$ cat src/rtl/itaf_pkg.sv
// Shared types, codes and character helpers for the integer to ASCII formatter.
package itaf_pkg;

    typedef struct packed {
        logic [31:0] value;
        logic [1:0]  mode;
    } item_t;

    typedef struct packed {
        logic [6:0] ascii_char;
        logic       last;
    } result_t;

    localparam logic [1:0] MODE_DEC = 2'd0;
    localparam logic [1:0] MODE_HEX = 2'd1;
    localparam logic [1:0] MODE_BIN = 2'd2;

    localparam logic [2:0] SEL_ZERO  = 3'd0;
    localparam logic [2:0] SEL_X     = 3'd1;
    localparam logic [2:0] SEL_B     = 3'd2;
    localparam logic [2:0] SEL_SPACE = 3'd3;
    localparam logic [2:0] SEL_DIGIT = 3'd4;
    localparam logic [2:0] SEL_BIT   = 3'd5;

    localparam logic [6:0] CHAR_ZERO  = 7'h30;
    localparam logic [6:0] CHAR_ONE   = 7'h31;
    localparam logic [6:0] CHAR_X     = 7'h78;
    localparam logic [6:0] CHAR_B     = 7'h62;
    localparam logic [6:0] CHAR_SPACE = 7'h20;
    localparam logic [6:0] CHAR_A     = 7'h41;

    typedef struct packed {
        logic       load;
        logic       dec;
        logic       conv;
        logic       shift_digit;
        logic       shift_bit;
        logic       emit;
        logic [2:0] sel;
        logic       last;
    } cmd_t;

    typedef struct packed {
        logic conv_done;
        logic top_zero;
        logic cnt_one;
        logic bit_last;
    } status_t;

    function automatic logic [6:0] digit_char(input logic [3:0] d);
        logic [6:0] c;
        if (d < 4'd10)
        begin
            c = CHAR_ZERO + {3'b000, d};
        end
        else
        begin
            c = CHAR_A + {3'b000, d - 4'd10};
        end
        return c;
    endfunction

endpackage

$ cat src/rtl/itaf_ctrl.sv
// Sequencer for the formatter: conversion, prefix, leading-zero strip and emission.
module itaf_ctrl
    import itaf_pkg::*;
(
    input  logic    clk,
    input  logic    rst_n,
    input  logic    start,
    input  logic [1:0] mode,
    input  status_t status,
    output logic    busy,
    output cmd_t    cmd
);

    localparam logic [2:0] ST_IDLE  = 3'd0;
    localparam logic [2:0] ST_CONV  = 3'd1;
    localparam logic [2:0] ST_PFX0  = 3'd2;
    localparam logic [2:0] ST_PFX1  = 3'd3;
    localparam logic [2:0] ST_SKIP  = 3'd4;
    localparam logic [2:0] ST_DIGIT = 3'd5;
    localparam logic [2:0] ST_SPACE = 3'd6;
    localparam logic [2:0] ST_BIT   = 3'd7;

    logic [2:0] state_reg;
    logic [2:0] state_next;
    logic [1:0] fmt_reg;
    logic [1:0] fmt_next;
    logic [1:0] fmt_in;

    // unused mode code formats as decimal
    assign fmt_in = (mode == MODE_HEX || mode == MODE_BIN) ? mode : MODE_DEC;
    assign busy   = (state_reg != ST_IDLE);

    always_comb
    begin
        state_next      = state_reg;
        fmt_next        = fmt_reg;
        cmd             = '0;
        cmd.dec         = (fmt_reg == MODE_DEC);
        case (state_reg)
            ST_IDLE:
            begin
                if (start)
                begin
                    fmt_next = fmt_in;
                    cmd.load = 1'b1;
                    cmd.dec  = (fmt_in == MODE_DEC);
                    state_next = (fmt_in == MODE_DEC) ? ST_CONV : ST_PFX0;
                end
            end
            ST_CONV:
            begin
                cmd.conv = 1'b1;
                if (status.conv_done)
                begin
                    state_next = ST_SKIP;
                end
            end
            ST_PFX0:
            begin
                cmd.emit   = 1'b1;
                cmd.sel    = SEL_ZERO;
                state_next = ST_PFX1;
            end
            ST_PFX1:
            begin
                cmd.emit   = 1'b1;
                cmd.sel    = (fmt_reg == MODE_HEX) ? SEL_X : SEL_B;
                state_next = ST_SKIP;
            end
            ST_SKIP:
            begin
                // drop leading zero digits, keep at least one
                if (status.top_zero && !status.cnt_one)
                begin
                    cmd.shift_digit = 1'b1;
                end
                else
                begin
                    // a zero value in binary prints a single digit, no grouping
                    state_next = (fmt_reg == MODE_BIN && !status.top_zero) ?
                                 ST_SPACE : ST_DIGIT;
                end
            end
            ST_DIGIT:
            begin
                cmd.emit        = 1'b1;
                cmd.sel         = SEL_DIGIT;
                cmd.last        = status.cnt_one;
                cmd.shift_digit = 1'b1;
                if (status.cnt_one)
                begin
                    state_next = ST_IDLE;
                end
            end
            ST_SPACE:
            begin
                cmd.emit   = 1'b1;
                cmd.sel    = SEL_SPACE;
                state_next = ST_BIT;
            end
            ST_BIT:
            begin
                cmd.emit      = 1'b1;
                cmd.sel       = SEL_BIT;
                cmd.last      = status.cnt_one && status.bit_last;
                cmd.shift_bit = 1'b1;
                if (status.bit_last)
                begin
                    state_next = status.cnt_one ? ST_IDLE : ST_SPACE;
                end
            end
            default:
            begin
                state_next = ST_IDLE;
            end
        endcase
    end

    always_ff @(posedge clk or negedge rst_n)
    begin
        if (!rst_n)
        begin
            state_reg <= ST_IDLE;
            fmt_reg   <= MODE_DEC;
        end
        else
        begin
            state_reg <= state_next;
            fmt_reg   <= fmt_next;
        end
    end

endmodule

$ cat src/rtl/itaf_datapath.sv
// Datapath: value shift register, bit-serial BCD converter, digit counters, output register.
module itaf_datapath
    import itaf_pkg::*;
#(
    parameter int VALUE_WIDTH = 32
)
(
    input  logic        clk,
    input  logic        rst_n,
    input  logic [31:0] value,
    input  cmd_t        cmd,
    output status_t     status,
    output logic        strobe,
    output result_t     result
);

    localparam int IW     = (VALUE_WIDTH < 32) ? VALUE_WIDTH : 32;
    localparam int NW     = (VALUE_WIDTH + 3) / 4;
    localparam int WP     = NW * 4;
    localparam int ND     = (VALUE_WIDTH * 30103) / 100000 + 1;
    localparam int BW     = ND * 4;
    localparam int CONV_W = $clog2(WP);
    localparam int CNT_W  = $clog2(ND + 1);

    logic [WP-1:0]     bin_reg;
    logic [WP-1:0]     bin_next;
    logic [BW-1:0]     bcd_reg;
    logic [BW-1:0]     bcd_next;
    logic [CONV_W-1:0] conv_cnt_reg;
    logic [CONV_W-1:0] conv_cnt_next;
    logic [CNT_W-1:0]  cnt_reg;
    logic [CNT_W-1:0]  cnt_next;
    logic [1:0]        bit_cnt_reg;
    logic [1:0]        bit_cnt_next;
    logic              strobe_reg;
    result_t           result_reg;
    result_t           result_next;
    logic [BW-1:0]     bcd_adj;
    logic [3:0]        top_digit;

    assign top_digit = cmd.dec ? bcd_reg[BW-1 -: 4] : bin_reg[WP-1 -: 4];

    assign status.conv_done = (conv_cnt_reg == CONV_W'(WP - 1));
    assign status.top_zero  = (top_digit == 4'd0);
    assign status.cnt_one   = (cnt_reg == CNT_W'(1));
    assign status.bit_last  = (bit_cnt_reg == 2'd3);

    // add 3 to every BCD digit of 5 or more before the shift
    always_comb
    begin
        for (int i = 0; i < ND; i++)
        begin
            bcd_adj[i*4 +: 4] = (bcd_reg[i*4 +: 4] >= 4'd5) ?
                                bcd_reg[i*4 +: 4] + 4'd3 : bcd_reg[i*4 +: 4];
        end
    end

    always_comb
    begin
        bin_next      = bin_reg;
        bcd_next      = bcd_reg;
        conv_cnt_next = conv_cnt_reg;
        cnt_next      = cnt_reg;
        bit_cnt_next  = bit_cnt_reg;
        if (cmd.load)
        begin
            bin_next      = WP'(value[IW-1:0]);
            bcd_next      = '0;
            conv_cnt_next = '0;
            cnt_next      = cmd.dec ? CNT_W'(ND) : CNT_W'(NW);
            bit_cnt_next  = '0;
        end
        else if (cmd.conv)
        begin
            {bcd_next, bin_next} = {bcd_adj[BW-2:0], bin_reg, 1'b0};
            conv_cnt_next        = conv_cnt_reg + CONV_W'(1);
        end
        else if (cmd.shift_digit)
        begin
            bin_next = bin_reg << 4;
            bcd_next = bcd_reg << 4;
            cnt_next = cnt_reg - CNT_W'(1);
        end
        else if (cmd.shift_bit)
        begin
            bin_next     = bin_reg << 1;
            bit_cnt_next = bit_cnt_reg + 2'd1;
            if (bit_cnt_reg == 2'd3)
            begin
                cnt_next = cnt_reg - CNT_W'(1);
            end
        end
    end

    always_comb
    begin
        result_next.last = cmd.last;
        case (cmd.sel)
            SEL_ZERO:  result_next.ascii_char = CHAR_ZERO;
            SEL_X:     result_next.ascii_char = CHAR_X;
            SEL_B:     result_next.ascii_char = CHAR_B;
            SEL_SPACE: result_next.ascii_char = CHAR_SPACE;
            SEL_DIGIT: result_next.ascii_char = digit_char(top_digit);
            SEL_BIT:   result_next.ascii_char = bin_reg[WP-1] ? CHAR_ONE : CHAR_ZERO;
            default:   result_next.ascii_char = CHAR_ZERO;
        endcase
    end

    always_ff @(posedge clk or negedge rst_n)
    begin
        if (!rst_n)
        begin
            conv_cnt_reg <= '0;
            cnt_reg      <= '0;
            bit_cnt_reg  <= '0;
            strobe_reg   <= 1'b0;
        end
        else
        begin
            conv_cnt_reg <= conv_cnt_next;
            cnt_reg      <= cnt_next;
            bit_cnt_reg  <= bit_cnt_next;
            strobe_reg   <= cmd.emit;
        end
    end

    always_ff @(posedge clk)
    begin
        bin_reg <= bin_next;
        bcd_reg <= bcd_next;
        if (cmd.emit)
        begin
            result_reg <= result_next;
        end
    end

    assign strobe = strobe_reg;
    assign result = result_reg;

endmodule

$ cat src/rtl/integer_to_ascii_formatter_top.sv
// Top level of the integer to ASCII formatter.
//
// Input: a word (value, mode) is taken at a rising edge where start is high
// and busy is low. busy stays high until the last character has been issued.
// Output: one character per strobe cycle, most significant first, with
// result.last set on the final one. The receiver cannot stall the block;
// every strobe cycle carries a character that is taken at that cycle's end.
// Decimal: the value runs through a bit-serial BCD converter, one bit a
// cycle, then leading zero digits are stripped one digit a cycle (up to 9),
// then one digit a cycle is issued. Hex and binary: the prefix 0x or 0b
// is issued, up to 7 leading zero nibbles are stripped, then one character
// a cycle is issued (binary: a space plus four bits per nibble, or a single
// 0 for a zero value). A character is on the port the cycle after it is
// issued. A new word can be taken in the cycle the last character is on
// the port. Reset clears the sequencer and the strobe; no clearing pass is
// needed.
module integer_to_ascii_formatter_top
    import itaf_pkg::*;
#(
    parameter int VALUE_WIDTH = 32
)
(
    input  logic    clk,
    input  logic    rst_n,
    input  logic    start,
    output logic    busy,
    input  item_t   item,
    output logic    strobe,
    output result_t result
);

    cmd_t    cmd;
    status_t status;

    itaf_ctrl u_ctrl (
        .clk    (clk),
        .rst_n  (rst_n),
        .start  (start),
        .mode   (item.mode),
        .status (status),
        .busy   (busy),
        .cmd    (cmd)
    );

    itaf_datapath #(
        .VALUE_WIDTH (VALUE_WIDTH)
    ) u_datapath (
        .clk    (clk),
        .rst_n  (rst_n),
        .value  (item.value),
        .cmd    (cmd),
        .status (status),
        .strobe (strobe),
        .result (result)
    );

endmodule

$ cat config.mk
export PLATFORM = sky130hd
export DESIGN_NAME = integer_to_ascii_formatter_top
export DESIGN_NICKNAME = d
export VERILOG_FILES = /design/src/rtl/itaf_pkg.sv /design/src/rtl/itaf_ctrl.sv /design/src/rtl/itaf_datapath.sv /design/src/rtl/integer_to_ascii_formatter_top.sv
export SDC_FILE = /design/constraint.sdc
export NUM_CORES = 1
export LEC_CHECK = 0
export BUFFER_PORTS_ARGS = -buffer_cell sky130_fd_sc_hd__buf_2
export CAP_MARGIN = 20
export CORE_MARGIN = 10
export CORE_UTILIZATION = 45
export DETAILED_ROUTE_END_ITERATION = 8
export SLEW_MARGIN = 20
export SYNTH_ARGS = -nofsm -noshare
export SYNTH_HDL_FRONTEND = slang
export SYNTH_SLANG_ARGS = --single-unit
export TNS_END_PERCENT = 100
$ cat constraint.sdc
create_clock -name clk -period 5.65 [get_ports clk]
set_input_delay 1.13 -clock clk [delete_from_list [all_inputs] [get_ports clk]]
set_output_delay 1.13 -clock clk [all_outputs]
set_load 0.02 [all_outputs]
==> impl_results.html, run 1 <==
<table>
<tr><th>Metric</th><th>Value</th></tr>
<tr><th colspan="2">Run status</th></tr>
<tr><td>Outcome</td><td>complete, no violations</td></tr>
<tr><th colspan="2">Hold path</th></tr>
<tr><td>Hold endpoint</td><td>u_datapath.cnt_reg[3]$_DFFE_PN0P_</td></tr>
<tr><td>Origin of the worst min-delay path</td><td>u_datapath.cnt_reg[3]$_DFFE_PN0P_</td></tr>
<tr><td>Worst hold-check path type</td><td>flip-flop to flip-flop</td></tr>
<tr><td>Worst hold path depth</td><td>1</td></tr>
<tr><th colspan="2">Floorplan</th></tr>
<tr><td>Placeable core region</td><td>12570 um2</td></tr>
<tr><td>Full die area</td><td>17660 um2</td></tr>
<tr><td>Number of top-level pins</td><td>47</td></tr>
<tr><td>Die W</td><td>132.9 um</td></tr>
<tr><td>Die boundary height</td><td>132.9 um</td></tr>
<tr><td>Cell Rows</td><td>41</td></tr>
<tr><td>Starting density of the core</td><td>0.4562</td></tr>
<tr><th colspan="2">CTS</th></tr>
<tr><td># Post-CTS Setup Buffers</td><td>0</td></tr>
<tr><td>Clock insertion delay at the later pin of the skew report</td><td>360 ps</td></tr>
<tr><td>Number of hold buffers added after CTS</td><td>0</td></tr>
<tr><td>Htree depth</td><td>3</td></tr>
<tr><td>TritonCTS Buffers</td><td>9</td></tr>
<tr><td>Worst-path clk slew</td><td>70 ps</td></tr>
<tr><td>Root buffer selected by CTS</td><td>clkbuf_16</td></tr>
<tr><td>Maximum count of clock buffers along a single path</td><td>2</td></tr>
<tr><td>TritonCTS clock tree</td><td>built</td></tr>
<tr><td>CTS-repair resized insts</td><td>0</td></tr>
<tr><td>Number of sinks driven by the clock tree</td><td>97</td></tr>
<tr><th colspan="2">Yosys</th></tr>
<tr><td>Share of the synthesized area in the top cell type</td><td>0.2095</td></tr>
<tr><td>Summed instance area of the synthesized netlist</td><td>5734 um2</td></tr>
<tr><td>Most common cell in the synthesized netlist</td><td>nand2_1</td></tr>
<tr><td>Number of synthesis warnings</td><td>0</td></tr>
<tr><td>Share of the yosys chip area belonging to registers</td><td>0.4233</td></tr>
<tr><td>Number of nets produced by synthesis</td><td>723</td></tr>
<tr><td>Biggest area contributors in the synthesized netlist</td><td>edfxtp_1 21%, dfxtp_1 14%, dfrtp_1 7.4%</td></tr>
<tr><td>Post-Syn Area per Cell</td><td>8.741 um2</td></tr>
<tr><td>Cell taking the most area after synthesis</td><td>edfxtp_1</td></tr>
<tr><td>Synthesis-stage register bit count</td><td>97</td></tr>
<tr><td>Fraction of registers with async set/reset</td><td>0.1753</td></tr>
<tr><td>Primary FF master, synth</td><td>edfxtp_1</td></tr>
<tr><td>Number of instances in the synthesized netlist</td><td>656</td></tr>
<tr><td>Synth cell types</td><td>51</td></tr>
<tr><td>Most frequent cells after synthesis</td><td>74 x nand2_1, 67 x a21oi_1, 59 x nor2_1, 50 x o21ai_0</td></tr>
<tr><td>Number of enable-type register cells in the synthesized netlist</td><td>40</td></tr>
<tr><th colspan="2">Detailed routing</th></tr>
<tr><td>DR DRC count</td><td>0</td></tr>
<tr><td>Iter 0 DRT Violations</td><td>380</td></tr>
<tr><td>Via count</td><td>4968</td></tr>
<tr><td>Via density per instance</td><td>5.797</td></tr>
<tr><td>Count of nets left with antenna violations after detail routing</td><td>0</td></tr>
<tr><td>1st-pass router iterations</td><td>7</td></tr>
<tr><td>Final wirelength</td><td>14.11 mm</td></tr>
<tr><td>Drt wl/cell</td><td>16.46 um</td></tr>
<tr><th colspan="2">GRT</th></tr>
<tr><td>Global-route total usage across every layer</td><td>0.1585</td></tr>
<tr><td>Largest net degree at the start of global routing</td><td>44</td></tr>
<tr><td>Number of antenna violations at the first check in global routing</td><td>0</td></tr>
<tr><td>Total overflow reported by the global router</td><td>0</td></tr>
<tr><td>First-pass GRT wire length</td><td>23.53 mm</td></tr>
<tr><td>Vias in the first global route</td><td>4764</td></tr>
<tr><th colspan="2">Critical path</th></tr>
<tr><td>Destination of the worst register-to-register timing path</td><td>u_datapath.bin_reg[7]$_DFFE_PP_</td></tr>
<tr><td>Kind of end point of the critical path</td><td>flip-flop</td></tr>
<tr><td>Arrival time of the worst setup path</td><td>4570 ps</td></tr>
<tr><td>Launching point of the worst reg2reg path</td><td>u_ctrl.state_reg[0]$_DFFE_PN0P_</td></tr>
<tr><td>Critical Path Start Type</td><td>primary input</td></tr>
<tr><td>Highest net fanout along the worst path</td><td>43</td></tr>
<tr><td>Data required time at the worst endpoint</td><td>5670 ps</td></tr>
<tr><td>Worst-case register-to-register setup slack</td><td>1210 ps</td></tr>
<tr><td>Depth of the worst register-to-register path</td><td>10</td></tr>
<tr><td>Crit Path Category</td><td>primary input to flip-flop</td></tr>
<tr><th colspan="2">Run</th></tr>
<tr><td>Max Cap Viol</td><td>0</td></tr>
<tr><th colspan="2">Timing</th></tr>
<tr><td>Number of failing hold endpoints at the final stage</td><td>0</td></tr>
<tr><td>Worst setup skew after layout</td><td>9.405 ps</td></tr>
<tr><td>Slew of the pin with the lowest slew margin</td><td>896.1 ps</td></tr>
<tr><td>Final sum of negative setup slack</td><td>0 ps</td></tr>
<tr><td>Fmax achieved</td><td>219.5 MHz</td></tr>
<tr><td>Rel. slew slack</td><td>0.4026</td></tr>
<tr><td>Unrepaired setup endpoints after global routing</td><td>false</td></tr>
<tr><td>Number of pins exceeding their max-slew limit in the final report</td><td>0</td></tr>
<tr><td>Crit share post-route</td><td>0.8065</td></tr>
<tr><td>Shortest clock period the worst path allows after layout</td><td>4557 ps</td></tr>
<tr><td>Final setup vio count</td><td>0</td></tr>
<tr><td>Worst hold margin</td><td>476.9 ps</td></tr>
<tr><th colspan="2">Place</th></tr>
<tr><td>Sum of net half-perimeters after detailed placement</td><td>9.222 mm</td></tr>
<tr><td>Number of buffers added on ports</td><td>46</td></tr>
<tr><td>Gp weighted congestion</td><td>0.8154</td></tr>
<tr><th colspan="2">Pwr</th></tr>
<tr><td>Net Sw Frac</td><td>0.4573</td></tr>
<tr><td>Max rail drop VDD</td><td>0.3278 mV</td></tr>
<tr><td>Power Density</td><td>616.9 nW/um2</td></tr>
<tr><td>Internal Pwr Total</td><td>0.002136 W</td></tr>
<tr><td>Leakage component of the power</td><td>2.394 nW</td></tr>
<tr><td>Switching component of the power</td><td>0.001800 W</td></tr>
<tr><td>Combinational share of power</td><td>0.501</td></tr>
<tr><td>Part of the total power dissipated in the clock network</td><td>0.147</td></tr>
<tr><td>Flop pwr share</td><td>0.352</td></tr>
<tr><th colspan="2">Layout</th></tr>
<tr><td>Share of cells above drive strength 1</td><td>0.1182</td></tr>
<tr><td>Area growth from synthesis to layout</td><td>11.26%</td></tr>
<tr><td>Number of flip-flops in the largest register</td><td>40</td></tr>
<tr><td>Final net count</td><td>747</td></tr>
<tr><td>Antenna diode count</td><td>0</td></tr>
</table>
-- layer usage --
| metal | vias to the layer above | wire length [um] | track usage |
|---|---|---|---|
| met5 | - | 0 | 0 |
| li1 | 2439 | - | - |
| met3 | 12 | 657 | 0.03293 |
| met4 | 0 | 197 | 0.05746 |
| met1 | 2408 | 6677 | 0.2090 |
| met2 | 109 | 6573 | 0.2499 |
-- layout by cell type (no fill, tap or decap), types with 2 or more instances in the layout --
cell	n
dfxtp_1	40
a31oi_1	30
edfxtp_1	40
ha_1	30
a211o_1	9
nor2b_1	13
a211oi_1	11
and3_1	2
clkinvlp_4	4
o31a_1	7
and2_1	3
nand3_1	2
nand4_1	11
nor3_1	14
mux2i_1	5
nand2_1	74
a221oi_1	2
nand3b_1	2
o211ai_1	2
buf_4	12
dfrtp_1	17
mux2i_4	2
a21oi_1	67
xor2_1	3
a221o_1	19
inv_1	30
nor3b_1	3
buf_2	46
clkbuf_16	9
nor2_1	59
mux2_2	3
nand2b_1	12
o311ai_0	8
xnor2_1	12
o21ai_0	50
o31ai_1	2
a22o_1	4
nor4_1	2
or3_1	8
-- how the worst max path moves through the flow --
stage / start / to / slack, ps / depth (start not counted)
floorplan: start / u_datapath.bin_reg[0]$_SDFFCE_PN0P_ / 1000 / 12
global placement: start / u_datapath.bin_reg[10]$_DFFE_PP_ / 860 / 11
detailed placement: start / u_datapath.bin_reg[11]$_DFFE_PP_ / 740 / 11
CTS: start / u_datapath.bin_reg[11]$_DFFE_PP_ / 1120 / 11
global route: start / u_datapath.bin_reg[22]$_DFFE_PP_ / 790 / 11
finish: start / u_datapath.bin_reg[7]$_DFFE_PP_ / 1090 / 11
-- through the flow --
step                setup slack [ps]  utilization  instance area, um2  total power [W]  std cells
global placement               864.4       0.4860                6108         0.003310        841
floorplan                       1003            -                5734         0.002806        656
CTS                             1118       0.5076                6380         0.003945        857
detailed placement             739.3       0.4860                6108         0.003359        841
finish                          1093       0.5076                6380         0.003936        857
global route                   788.5       0.5076                6380         0.004251        857
-- cells by family after synthesis --
kind of cell	Yosys count	share of synthesized area
buffers and inverters	75	0.05193
XOR/XNOR	15	0.02291
AO/OA/AOI/OAI	220	0.2466
flip-flops	97	0.4233
adder cells (fa/ha/maj)	30	0.06546
multiplexers	10	0.02029
AND/OR/NAND/NOR	209	0.1695
-- critical path: stages --
cell     delay [ps]
buf_2            90
or4b_1          520
mux2i_4         460
mux2_2          430
inv_1            70
ha_1            150
nor3b_1         270
nand3_1         180
mux2_2          620
nand2_1         230
buf_4           410
-- final cells by class --
cell class	instances	area, um2
fillers	1205	6188
multi-input cells	484	3033
flip-flops and latches	97	2427
repair buffers	58	320.3
clock buffers	10	229.0
well taps	172	215.2
inverters	30	112.6
clock inverters	6	42.54
-- power groups by stage --
stage                     clock network, W  logic (W)  registers (W)
after detailed placement                 0    0.00197        0.00139
after global routing              0.000618    0.00221        0.00143
after CTS                         0.000591    0.00197        0.00138
after floorplan                          0    0.00146        0.00135
final                             0.000579    0.00197        0.00139
after global placement                   0    0.00192        0.00139
(Power assumes the default switching activity.)
==> inputs of run 2 (changes only) <==
--- a/config.mk
+++ b/config.mk
@@ -10,6 +10,7 @@
 export CORE_MARGIN = 10
 export CORE_UTILIZATION = 45
 export DETAILED_ROUTE_END_ITERATION = 8
+export PLACE_DENSITY = 0.65
 export SLEW_MARGIN = 20
 export SYNTH_ARGS = -nofsm -noshare
 export SYNTH_HDL_FRONTEND = slang
==> constraint.sdc (replaced) <==
create_clock -name clk -period 3.86 [get_ports clk]
set_input_delay 0.772 -clock clk [delete_from_list [all_inputs] [get_ports clk]]
set_output_delay 0.772 -clock clk [all_outputs]
set_load 0.02 [all_outputs]
==> impl_results.html, run 2 (same netlist as run 1, synthesis figures left out) <==
<table>
<tr><th>Metric</th><th>Value</th></tr>
<tr><th colspan="2">Timing</th></tr>
<tr><td>Slew of the pin with the lowest slew margin</td><td>808.2 ps (-87.97 ps)</td></tr>
<tr><td>Worst setup skew after layout</td><td>6.548 ps (-2.857 ps)</td></tr>
<tr><td>Final sum of negative setup slack</td><td>0 ps (unchanged)</td></tr>
<tr><td>Min setup slack post-route</td><td>330.5 ps (-763.0 ps)</td></tr>
<tr><td>Rel. slew slack</td><td>0.4589 (+0.05628)</td></tr>
<tr><td>Fmax achieved</td><td>283.3 MHz</td></tr>
<tr><td>Number of failing hold endpoints at the final stage</td><td>0 (unchanged)</td></tr>
<tr><td>Number of pins exceeding their max-slew limit in the final report</td><td>0 (unchanged)</td></tr>
<tr><td>Crit share post-route</td><td>0.9144</td></tr>
<tr><td>Shortest clock period the worst path allows after layout</td><td>3530 ps</td></tr>
<tr><td>Unrepaired setup endpoints after global routing</td><td>false</td></tr>
<tr><td>Final setup vio count</td><td>0 (unchanged)</td></tr>
<tr><td>Worst hold margin</td><td>342.5 ps (-134.4 ps)</td></tr>
<tr><th colspan="2">Floorplan</th></tr>
<tr><td>Number of top-level pins</td><td>47 (unchanged)</td></tr>
<tr><td>Die boundary height</td><td>132.9 um (unchanged)</td></tr>
<tr><td>Full die area</td><td>17660 um2 (unchanged)</td></tr>
<tr><td>Cell Rows</td><td>41 (unchanged)</td></tr>
<tr><td>Die W</td><td>132.9 um (unchanged)</td></tr>
<tr><td>Starting density of the core</td><td>0.4562 (unchanged)</td></tr>
<tr><td>Placeable core region</td><td>12570 um2 (unchanged)</td></tr>
<tr><th colspan="2">Pwr</th></tr>
<tr><td>Leakage component of the power</td><td>2.491 nW (+4.1%)</td></tr>
<tr><td>Power Density</td><td>945.2 nW/um2 (+53%)</td></tr>
<tr><td>Max rail drop VDD</td><td>0.4826 mV (+47%)</td></tr>
<tr><th colspan="2">Detailed routing</th></tr>
<tr><td>Via count</td><td>5026 (+1.2%)</td></tr>
<tr><td>Via density per instance</td><td>5.817 (+0.35%)</td></tr>
<tr><td>DR DRC count</td><td>0 (unchanged)</td></tr>
<tr><td>Count of nets left with antenna violations after detail routing</td><td>0 (unchanged)</td></tr>
<tr><td>Final wirelength</td><td>14.05 mm (-0.43%)</td></tr>
<tr><td>1st-pass router iterations</td><td>5 (-2)</td></tr>
<tr><td>Drt wl/cell</td><td>16.26 um (-1.2%)</td></tr>
<tr><td>Iter 0 DRT Violations</td><td>438 (+15%)</td></tr>
<tr><th colspan="2">Critical path</th></tr>
<tr><td>Arrival time of the worst setup path</td><td>3630 ps (-940 ps)</td></tr>
<tr><td>Data required time at the worst endpoint</td><td>3960 ps (-1710 ps)</td></tr>
<tr><td>Kind of end point of the critical path</td><td>flip-flop</td></tr>
<tr><td>Worst-path cell chain</td><td>buf_2, or4b_1, mux2i_4, nor2_1, a21oi_1, ha_1, nor3b_1, nand3_1, mux2_2, buf_4, a31oi_1, a21oi_1</td></tr>
<tr><td>Critical Path Slowest Stage Cell</td><td>or4b_1</td></tr>
<tr><td>Kind of cell with the highest combined delay on the critical path</td><td>simple AND/OR/NAND/NOR gates</td></tr>
<tr><td>Worst-case register-to-register setup slack</td><td>380 ps (-830 ps)</td></tr>
<tr><td>Number of buffer and inverter stages on the critical path</td><td>2 (-1)</td></tr>
<tr><td>Most frequent CP cell</td><td>a21oi_1</td></tr>
<tr><td>Critical Path Start Type</td><td>primary input</td></tr>
<tr><td>Highest net fanout along the worst path</td><td>13 (-70%)</td></tr>
<tr><td>Largest stage delay, worst path</td><td>530 ps (-90 ps)</td></tr>
<tr><td>Crit Path Category</td><td>primary input to flip-flop</td></tr>
<tr><th colspan="2">CTS</th></tr>
<tr><td>CTS-repair resized insts</td><td>0 (unchanged)</td></tr>
<tr><td>Root buffer selected by CTS</td><td>clkbuf_16</td></tr>
<tr><td># Post-CTS Setup Buffers</td><td>0 (unchanged)</td></tr>
<tr><td>TritonCTS clock tree</td><td>built</td></tr>
<tr><td>Worst-path clk slew</td><td>70 ps (about the same)</td></tr>
<tr><td>Htree depth</td><td>3 (unchanged)</td></tr>
<tr><td>Clock insertion delay at the later pin of the skew report</td><td>350 ps (about the same)</td></tr>
<tr><td>Maximum count of clock buffers along a single path</td><td>2 (unchanged)</td></tr>
<tr><td>Number of hold buffers added after CTS</td><td>0 (unchanged)</td></tr>
<tr><td>TritonCTS Buffers</td><td>9 (unchanged)</td></tr>
<tr><td>Number of sinks driven by the clock tree</td><td>97 (unchanged)</td></tr>
<tr><th colspan="2">GRT</th></tr>
<tr><td>First-pass GRT wire length</td><td>23.88 mm (+1.5%)</td></tr>
<tr><td>Met3 Track Usage GR</td><td>0.03217 (-0.0007570)</td></tr>
<tr><td>Number of antenna violations at the first check in global routing</td><td>0 (unchanged)</td></tr>
<tr><td>GRT busiest layer</td><td>met2</td></tr>
<tr><td>Total overflow reported by the global router</td><td>0 (unchanged)</td></tr>
<tr><td>Global-route total usage across every layer</td><td>0.1590 (+0.0005097)</td></tr>
<tr><td>Largest net degree at the start of global routing</td><td>42 (-4.5%)</td></tr>
<tr><td>Met2 track demand over resource</td><td>0.2501 (+0.0002767)</td></tr>
<tr><td>Vias in the first global route</td><td>4898 (+2.8%)</td></tr>
<tr><td>Met1 usage in global routing</td><td>0.2112 (+0.002259)</td></tr>
<tr><th colspan="2">Layout</th></tr>
<tr><td>Number of flip-flops in the largest register</td><td>40 (unchanged)</td></tr>
<tr><td>Final net count</td><td>754 (+0.94%)</td></tr>
<tr><td>Area growth from synthesis to layout</td><td>14.36%</td></tr>
<tr><td>Highest-count cells in the layout ignoring fill and taps</td><td>73 x nand2_1, 67 x a21oi_1, 59 x nor2_1</td></tr>
<tr><td>Antenna diode count</td><td>0 (unchanged)</td></tr>
<tr><td>Share of cells above drive strength 1</td><td>0.1301 (+0.01181)</td></tr>
<tr><td>Number of cells in the finished layout apart from fillers</td><td>864 (+0.82%)</td></tr>
<tr><td>Commonest non-fill, non-tap cell in the layout</td><td>nand2_1</td></tr>
<tr><th colspan="2">Hold path</th></tr>
<tr><td>Worst hold-check path type</td><td>primary input to async pin</td></tr>
<tr><th colspan="2">Place</th></tr>
<tr><td>Gp weighted congestion</td><td>0.8756 (+7.4%)</td></tr>
<tr><td>Placed cell count</td><td>848 (+0.83%)</td></tr>
<tr><td>Number of buffers added on ports</td><td>46 (unchanged)</td></tr>
<tr><td>Sum of net half-perimeters after detailed placement</td><td>9.467 mm (+2.7%)</td></tr>
<tr><td>Placement-stage worst setup slack</td><td>22.87 ps (-716.5 ps)</td></tr>
<tr><th colspan="2">Run status</th></tr>
<tr><td>Outcome</td><td>complete, no violations</td></tr>
<tr><th colspan="2">Run</th></tr>
<tr><td>Max Cap Viol</td><td>0 (unchanged)</td></tr>
</table>
-- run 2: cell count changes in the layout (fill, tap and decap cells not counted) --
cell / delta
buf_12: +4
clkinvlp_4: -3
buf_4: +2
bufinv_16: +2
buf_16: +1
clkinv_1: -1
clkinv_2: +1
inv_6: +1
nand2_1: -1
nand2_4: +1
-- run 2: area by class of cell --
type	instances	area (um2)
clock buffer	10	229.0
inverter	30	112.6
multi-input combinational	484	3040
clock inverter	6	90.09
fill	1167	6011
tap	172	215.2
sequential	97	2427
timing repair buffer	65	442.9
-- run 2: worst reg2reg max path, delay by kind of cell, from the launching register on --
kind	cells	cell delay [ps]
AND/OR/NAND/NOR	4	1130
multiplexers	2	650
AO/OA/AOI/OAI	3	600
flip-flops	1	390
adder cells (fa/ha/maj)	1	240
buffers and inverters	1	230
-- run 2: worst paths after layout --
| check | start | to | cells past startpoint |
|---|---|---|---|
| worst max-delay path | start | u_datapath.bin_reg[30]$_DFFE_PP_ | 12 |
| worst min-delay path | rst_n | u_ctrl.fmt_reg[0]$_DFFE_PN0P_ | 1 |
| worst max register to register | u_ctrl.state_reg[1]$_DFFE_PN0P_ | u_datapath.bin_reg[30]$_DFFE_PP_ | 11 |
| worst min register to register | u_datapath.cnt_reg[3]$_DFFE_PN0P_ | u_datapath.cnt_reg[3]$_DFFE_PN0P_ | 1 |
| max in group asynchronous | rst_n | u_datapath.conv_cnt_reg[2]$_DFFE_PN0P_ | 1 |
| min in group clk | u_datapath.cnt_reg[3]$_DFFE_PN0P_ | u_datapath.cnt_reg[3]$_DFFE_PN0P_ | 1 |
-- run 2: where the power goes --
part           switching [W]  total, W  leakage (nW)  internal (W)
clock network       0.000401  0.000972         0.153      0.000572
registers           0.000307   0.00200         0.936       0.00169
logic                0.00199   0.00323          1.40       0.00124
-- run 2: layer usage --
layer	routed length, um	up-vias
met2	6578	125
met4	146	0
met3	689	12
met5	0	-
li1	-	2461
met1	6631	2428
-- run 2: per-stage QoR --
| stage | total power [W] | area (um2) | utilization |
|---|---|---|---|
| CTS | 0.006200 | 6558 | 0.5218 |
| global route | 0.006681 | 6558 | 0.5218 |
| finish | 0.006198 | 6558 | 0.5218 |
| detailed placement | 0.005210 | 6238 | 0.4964 |
| global placement | 0.005033 | 6211 | 0.4942 |
| floorplan | 0.004115 | 5742 | - |
==> inputs of run 3 (changes only) <==
--- a/config.mk
+++ b/config.mk
@@ -7,10 +7,12 @@
 export LEC_CHECK = 0
 export BUFFER_PORTS_ARGS = -buffer_cell sky130_fd_sc_hd__buf_2
 export CAP_MARGIN = 20
+export CELL_PAD_IN_SITES_DETAIL_PLACEMENT = 1
+export CELL_PAD_IN_SITES_GLOBAL_PLACEMENT = 2
 export CORE_MARGIN = 10
-export CORE_UTILIZATION = 45
+export CORE_UTILIZATION = 34
 export DETAILED_ROUTE_END_ITERATION = 8
-export PLACE_DENSITY = 0.65
+export PLACE_DENSITY_LB_ADDON = 0.1
 export SLEW_MARGIN = 20
 export SYNTH_ARGS = -nofsm -noshare
 export SYNTH_HDL_FRONTEND = slang
==> impl_results.html, run 3 (same netlist as run 1, synthesis figures left out) <==
<table>
<tr><th>Metric</th><th>Value</th></tr>
<tr><th colspan="2">Detailed routing</th></tr>
<tr><td>Final wirelength</td><td>16.78 mm (+19%)</td></tr>
<tr><td>Via density per instance</td><td>5.536 (-4.8%)</td></tr>
<tr><td>1st-pass router iterations</td><td>4 (-1)</td></tr>
<tr><td>Via count</td><td>5065 (+0.78%)</td></tr>
<tr><td>Count of nets left with antenna violations after detail routing</td><td>0 (unchanged)</td></tr>
<tr><td>DR DRC count</td><td>0 (unchanged)</td></tr>
<tr><td>Iter 0 DRT Violations</td><td>374 (-15%)</td></tr>
<tr><td>Drt wl/cell</td><td>18.34 um (+13%)</td></tr>
<tr><th colspan="2">Timing</th></tr>
<tr><td>Rel. slew slack</td><td>0.4581 (-0.0007200)</td></tr>
<tr><td>Crit share post-route</td><td>0.9180 (+0.003603)</td></tr>
<tr><td>Worst hold margin</td><td>354.9 ps (+12.35 ps)</td></tr>
<tr><td>Worst setup skew after layout</td><td>8.879 ps (+2.331 ps)</td></tr>
<tr><td>Number of pins exceeding their max-slew limit in the final report</td><td>0 (unchanged)</td></tr>
<tr><td>Fmax achieved</td><td>282.2 MHz (-0.39%)</td></tr>
<tr><td>Number of failing hold endpoints at the final stage</td><td>0 (unchanged)</td></tr>
<tr><td>Shortest clock period the worst path allows after layout</td><td>3543 ps (+13.91 ps)</td></tr>
<tr><td>Final setup vio count</td><td>0 (unchanged)</td></tr>
<tr><td>Unrepaired setup endpoints after global routing</td><td>false</td></tr>
<tr><td>Slew of the pin with the lowest slew margin</td><td>812.8 ps (+4.621 ps)</td></tr>
<tr><th colspan="2">CTS</th></tr>
<tr><td>Htree depth</td><td>3 (unchanged)</td></tr>
<tr><td>TritonCTS Buffers</td><td>9 (unchanged)</td></tr>
<tr><td>Number of sinks driven by the clock tree</td><td>97 (unchanged)</td></tr>
<tr><td>Clock insertion delay at the later pin of the skew report</td><td>350 ps (about the same)</td></tr>
<tr><td>TritonCTS clock tree</td><td>built</td></tr>
<tr><td>CTS-repair resized insts</td><td>0 (unchanged)</td></tr>
<tr><td># Post-CTS Setup Buffers</td><td>0 (unchanged)</td></tr>
<tr><td>Root buffer selected by CTS</td><td>clkbuf_16</td></tr>
<tr><td>Worst-path clk slew</td><td>70 ps (about the same)</td></tr>
<tr><td>Number of hold buffers added after CTS</td><td>0 (unchanged)</td></tr>
<tr><td>Maximum count of clock buffers along a single path</td><td>2 (unchanged)</td></tr>
<tr><th colspan="2">Place</th></tr>
<tr><td>Gp weighted congestion</td><td>0.8065 (-7.9%)</td></tr>
<tr><td>Placed cell areas</td><td>6326 um2 (+1.4%)</td></tr>
<tr><td>Sum of net half-perimeters after detailed placement</td><td>11.54 mm (+22%)</td></tr>
<tr><td>Number of buffers added on ports</td><td>46 (unchanged)</td></tr>
<tr><th colspan="2">Pwr</th></tr>
<tr><td>Combinational share of power</td><td>0.541 (+0.020)</td></tr>
<tr><td>Power Density</td><td>950.1 nW/um2 (+0.52%)</td></tr>
<tr><td>Net Sw Frac</td><td>0.4515 (+0.01697)</td></tr>
<tr><td>Flop pwr share</td><td>0.322 (about the same)</td></tr>
<tr><td>Part of the total power dissipated in the clock network</td><td>0.137 (-0.020)</td></tr>
<tr><td>Sum of internal, switching and leakage power</td><td>0.006268 W (+1.1%)</td></tr>
<tr><td>Internal Pwr Total</td><td>0.003438 W (-1.9%)</td></tr>
<tr><td>Max rail drop VDD</td><td>0.4969 mV (+3.0%)</td></tr>
<tr><td>Switching component of the power</td><td>0.002830 W (+5.1%)</td></tr>
<tr><td>Leakage component of the power</td><td>2.481 nW (-0.43%)</td></tr>
<tr><th colspan="2">GRT</th></tr>
<tr><td>Vias in the first global route</td><td>5239 (+7.0%)</td></tr>
<tr><td>Number of antenna violations at the first check in global routing</td><td>0 (unchanged)</td></tr>
<tr><td>Largest net degree at the start of global routing</td><td>39 (-7.1%)</td></tr>
<tr><td>First-pass GRT wire length</td><td>27.90 mm (+17%)</td></tr>
<tr><td>Global-route total usage across every layer</td><td>0.1506 (-0.008398)</td></tr>
<tr><td>Total overflow reported by the global router</td><td>0 (unchanged)</td></tr>
<tr><th colspan="2">Layout</th></tr>
<tr><td>Final net count</td><td>757 (+0.40%)</td></tr>
<tr><td>Antenna diode count</td><td>0 (unchanged)</td></tr>
<tr><td>Number of flip-flops in the largest register</td><td>40 (unchanged)</td></tr>
<tr><td>Commonest non-fill, non-tap cell in the layout</td><td>nand2_1</td></tr>
<tr><td>Area growth from synthesis to layout</td><td>15.06%</td></tr>
<tr><td>Share of cells above drive strength 1</td><td>0.1338 (+0.003755)</td></tr>
<tr><td>Highest-count cells in the layout ignoring fill and taps</td><td>73 x nand2_1, 67 x a21oi_1, 59 x nor2_1</td></tr>
<tr><td>Total non-filler cell area in the finished layout</td><td>6598 um2 (+0.61%)</td></tr>
<tr><th colspan="2">Critical path</th></tr>
<tr><td>Arrival time of the worst setup path</td><td>3640 ps (about the same)</td></tr>
<tr><td>Kind of end point of the critical path</td><td>flip-flop</td></tr>
<tr><td>Worst-path cell chain</td><td>buf_2, or4b_1, mux2i_4, buf_4, nor2_1, a21oi_1, ha_1, nor3b_1, nand3_1, mux2_2, buf_12, a31oi_1, a21oi_1</td></tr>
<tr><td>Largest stage delay, worst path</td><td>540 ps (about the same)</td></tr>
<tr><td>Number of buffer and inverter stages on the critical path</td><td>3 (+1)</td></tr>
<tr><td>Critical Path Start Type</td><td>primary input</td></tr>
<tr><td>Crit Path Category</td><td>primary input to flip-flop</td></tr>
<tr><td>Most frequent CP cell</td><td>a21oi_1</td></tr>
<tr><td>Highest net fanout along the worst path</td><td>12 (-1)</td></tr>
<tr><td>Kind of cell with the highest combined delay on the critical path</td><td>simple AND/OR/NAND/NOR gates</td></tr>
<tr><td>Data required time at the worst endpoint</td><td>3960 ps (about the same)</td></tr>
<tr><td>Critical Path Slowest Stage Cell</td><td>or4b_1</td></tr>
<tr><th colspan="2">Floorplan</th></tr>
<tr><td>Die W</td><td>149.9 um (+13%)</td></tr>
<tr><td>Cell Rows</td><td>47 (+15%)</td></tr>
<tr><td>Full die area</td><td>22460 um2 (+27%)</td></tr>
<tr><td>Starting density of the core</td><td>0.3458 (-0.1105)</td></tr>
<tr><td>Die boundary height</td><td>149.9 um (+13%)</td></tr>
<tr><td>Placeable core region</td><td>16580 um2 (+32%)</td></tr>
<tr><td>Number of top-level pins</td><td>47 (unchanged)</td></tr>
<tr><th colspan="2">Run status</th></tr>
<tr><td>Outcome</td><td>complete, no violations</td></tr>
<tr><th colspan="2">Run</th></tr>
<tr><td>Max Cap Viol</td><td>0 (unchanged)</td></tr>
<tr><th colspan="2">Hold path</th></tr>
<tr><td>Worst hold-check path type</td><td>primary input to async pin</td></tr>
</table>
==> run 3: path summary, 6_finish.rpt <==
path                                                   start                                      to  slack, ps  cells past startpoint
max                                                    start         u_datapath.bin_reg[4]$_DFFE_PP_        320                     13
min                                                    rst_n   u_datapath.bit_cnt_reg[0]$_DFFE_PN0P_        350                      1
max reg2reg                  u_ctrl.state_reg[1]$_DFFE_PN0P_         u_datapath.bin_reg[4]$_DFFE_PP_        350                     12
min reg2reg                u_datapath.cnt_reg[3]$_DFFE_PN0P_       u_datapath.cnt_reg[3]$_DFFE_PN0P_        500                      1
max in group asynchronous                              rst_n  u_datapath.conv_cnt_reg[3]$_DFFE_PN0P_       3210                      1
min in group clk           u_datapath.cnt_reg[3]$_DFFE_PN0P_       u_datapath.cnt_reg[3]$_DFFE_PN0P_        500                      1
==> run 3: worst register-to-register path, delay by kind of cell (launching register included) <==
kind / cells / cell delay (ps)
adder cells (fa/ha/maj): 1 / 200
AO/OA/AOI/OAI: 3 / 450
multiplexers: 2 / 650
flip-flops: 1 / 400
buffers and inverters: 2 / 420
AND/OR/NAND/NOR: 4 / 1170
==> run 3: through the flow <==
stage	instances	setup slack (ps)	TNS, ps	util
4_1_cts	915	328.0	0	0.3978
6_report	915	316.6	0	0.3978
5_1_grt	915	96.32	0	0.3978
2_1_floorplan	656	60.36	0	-
3_5_place_dp	899	-37.60	-149.5	0.3815
3_3_place_gp	899	88.52	0	0.3815
==> run 3: layer usage <==
metal,global-route usage,vias up,part of all wire
met4,0.04130,0,0.011
met5,0,-,0
met2,0.2429,69,0.46
met1,0.2046,2514,0.50
met3,0.02295,17,0.024
li1,-,2465,-
==> run 3: final cells by class <==
type                    instances  area, um2
flip-flops and latches         97       2427
clock buffers                   9      225.2
clock inverters                 7      46.29
multi-input cells             484       3040
well taps                     220      275.3
fillers                      1966       9986
repair buffers                 68      470.5
inverters                      30      112.6
==> run 3: power by group through the flow <==
stage | Clock (W) | Combinational, W | Sequential, W
6_report | 0.000859 | 0.00339 | 0.00202
5_1_grt | 0.000925 | 0.00379 | 0.00207
4_1_cts | 0.000885 | 0.00342 | 0.00201
3_5_place_dp | 0 | 0.00341 | 0.00203
3_3_place_gp | 0 | 0.00330 | 0.00202
2_1_floorplan | 0 | 0.00215 | 0.00197
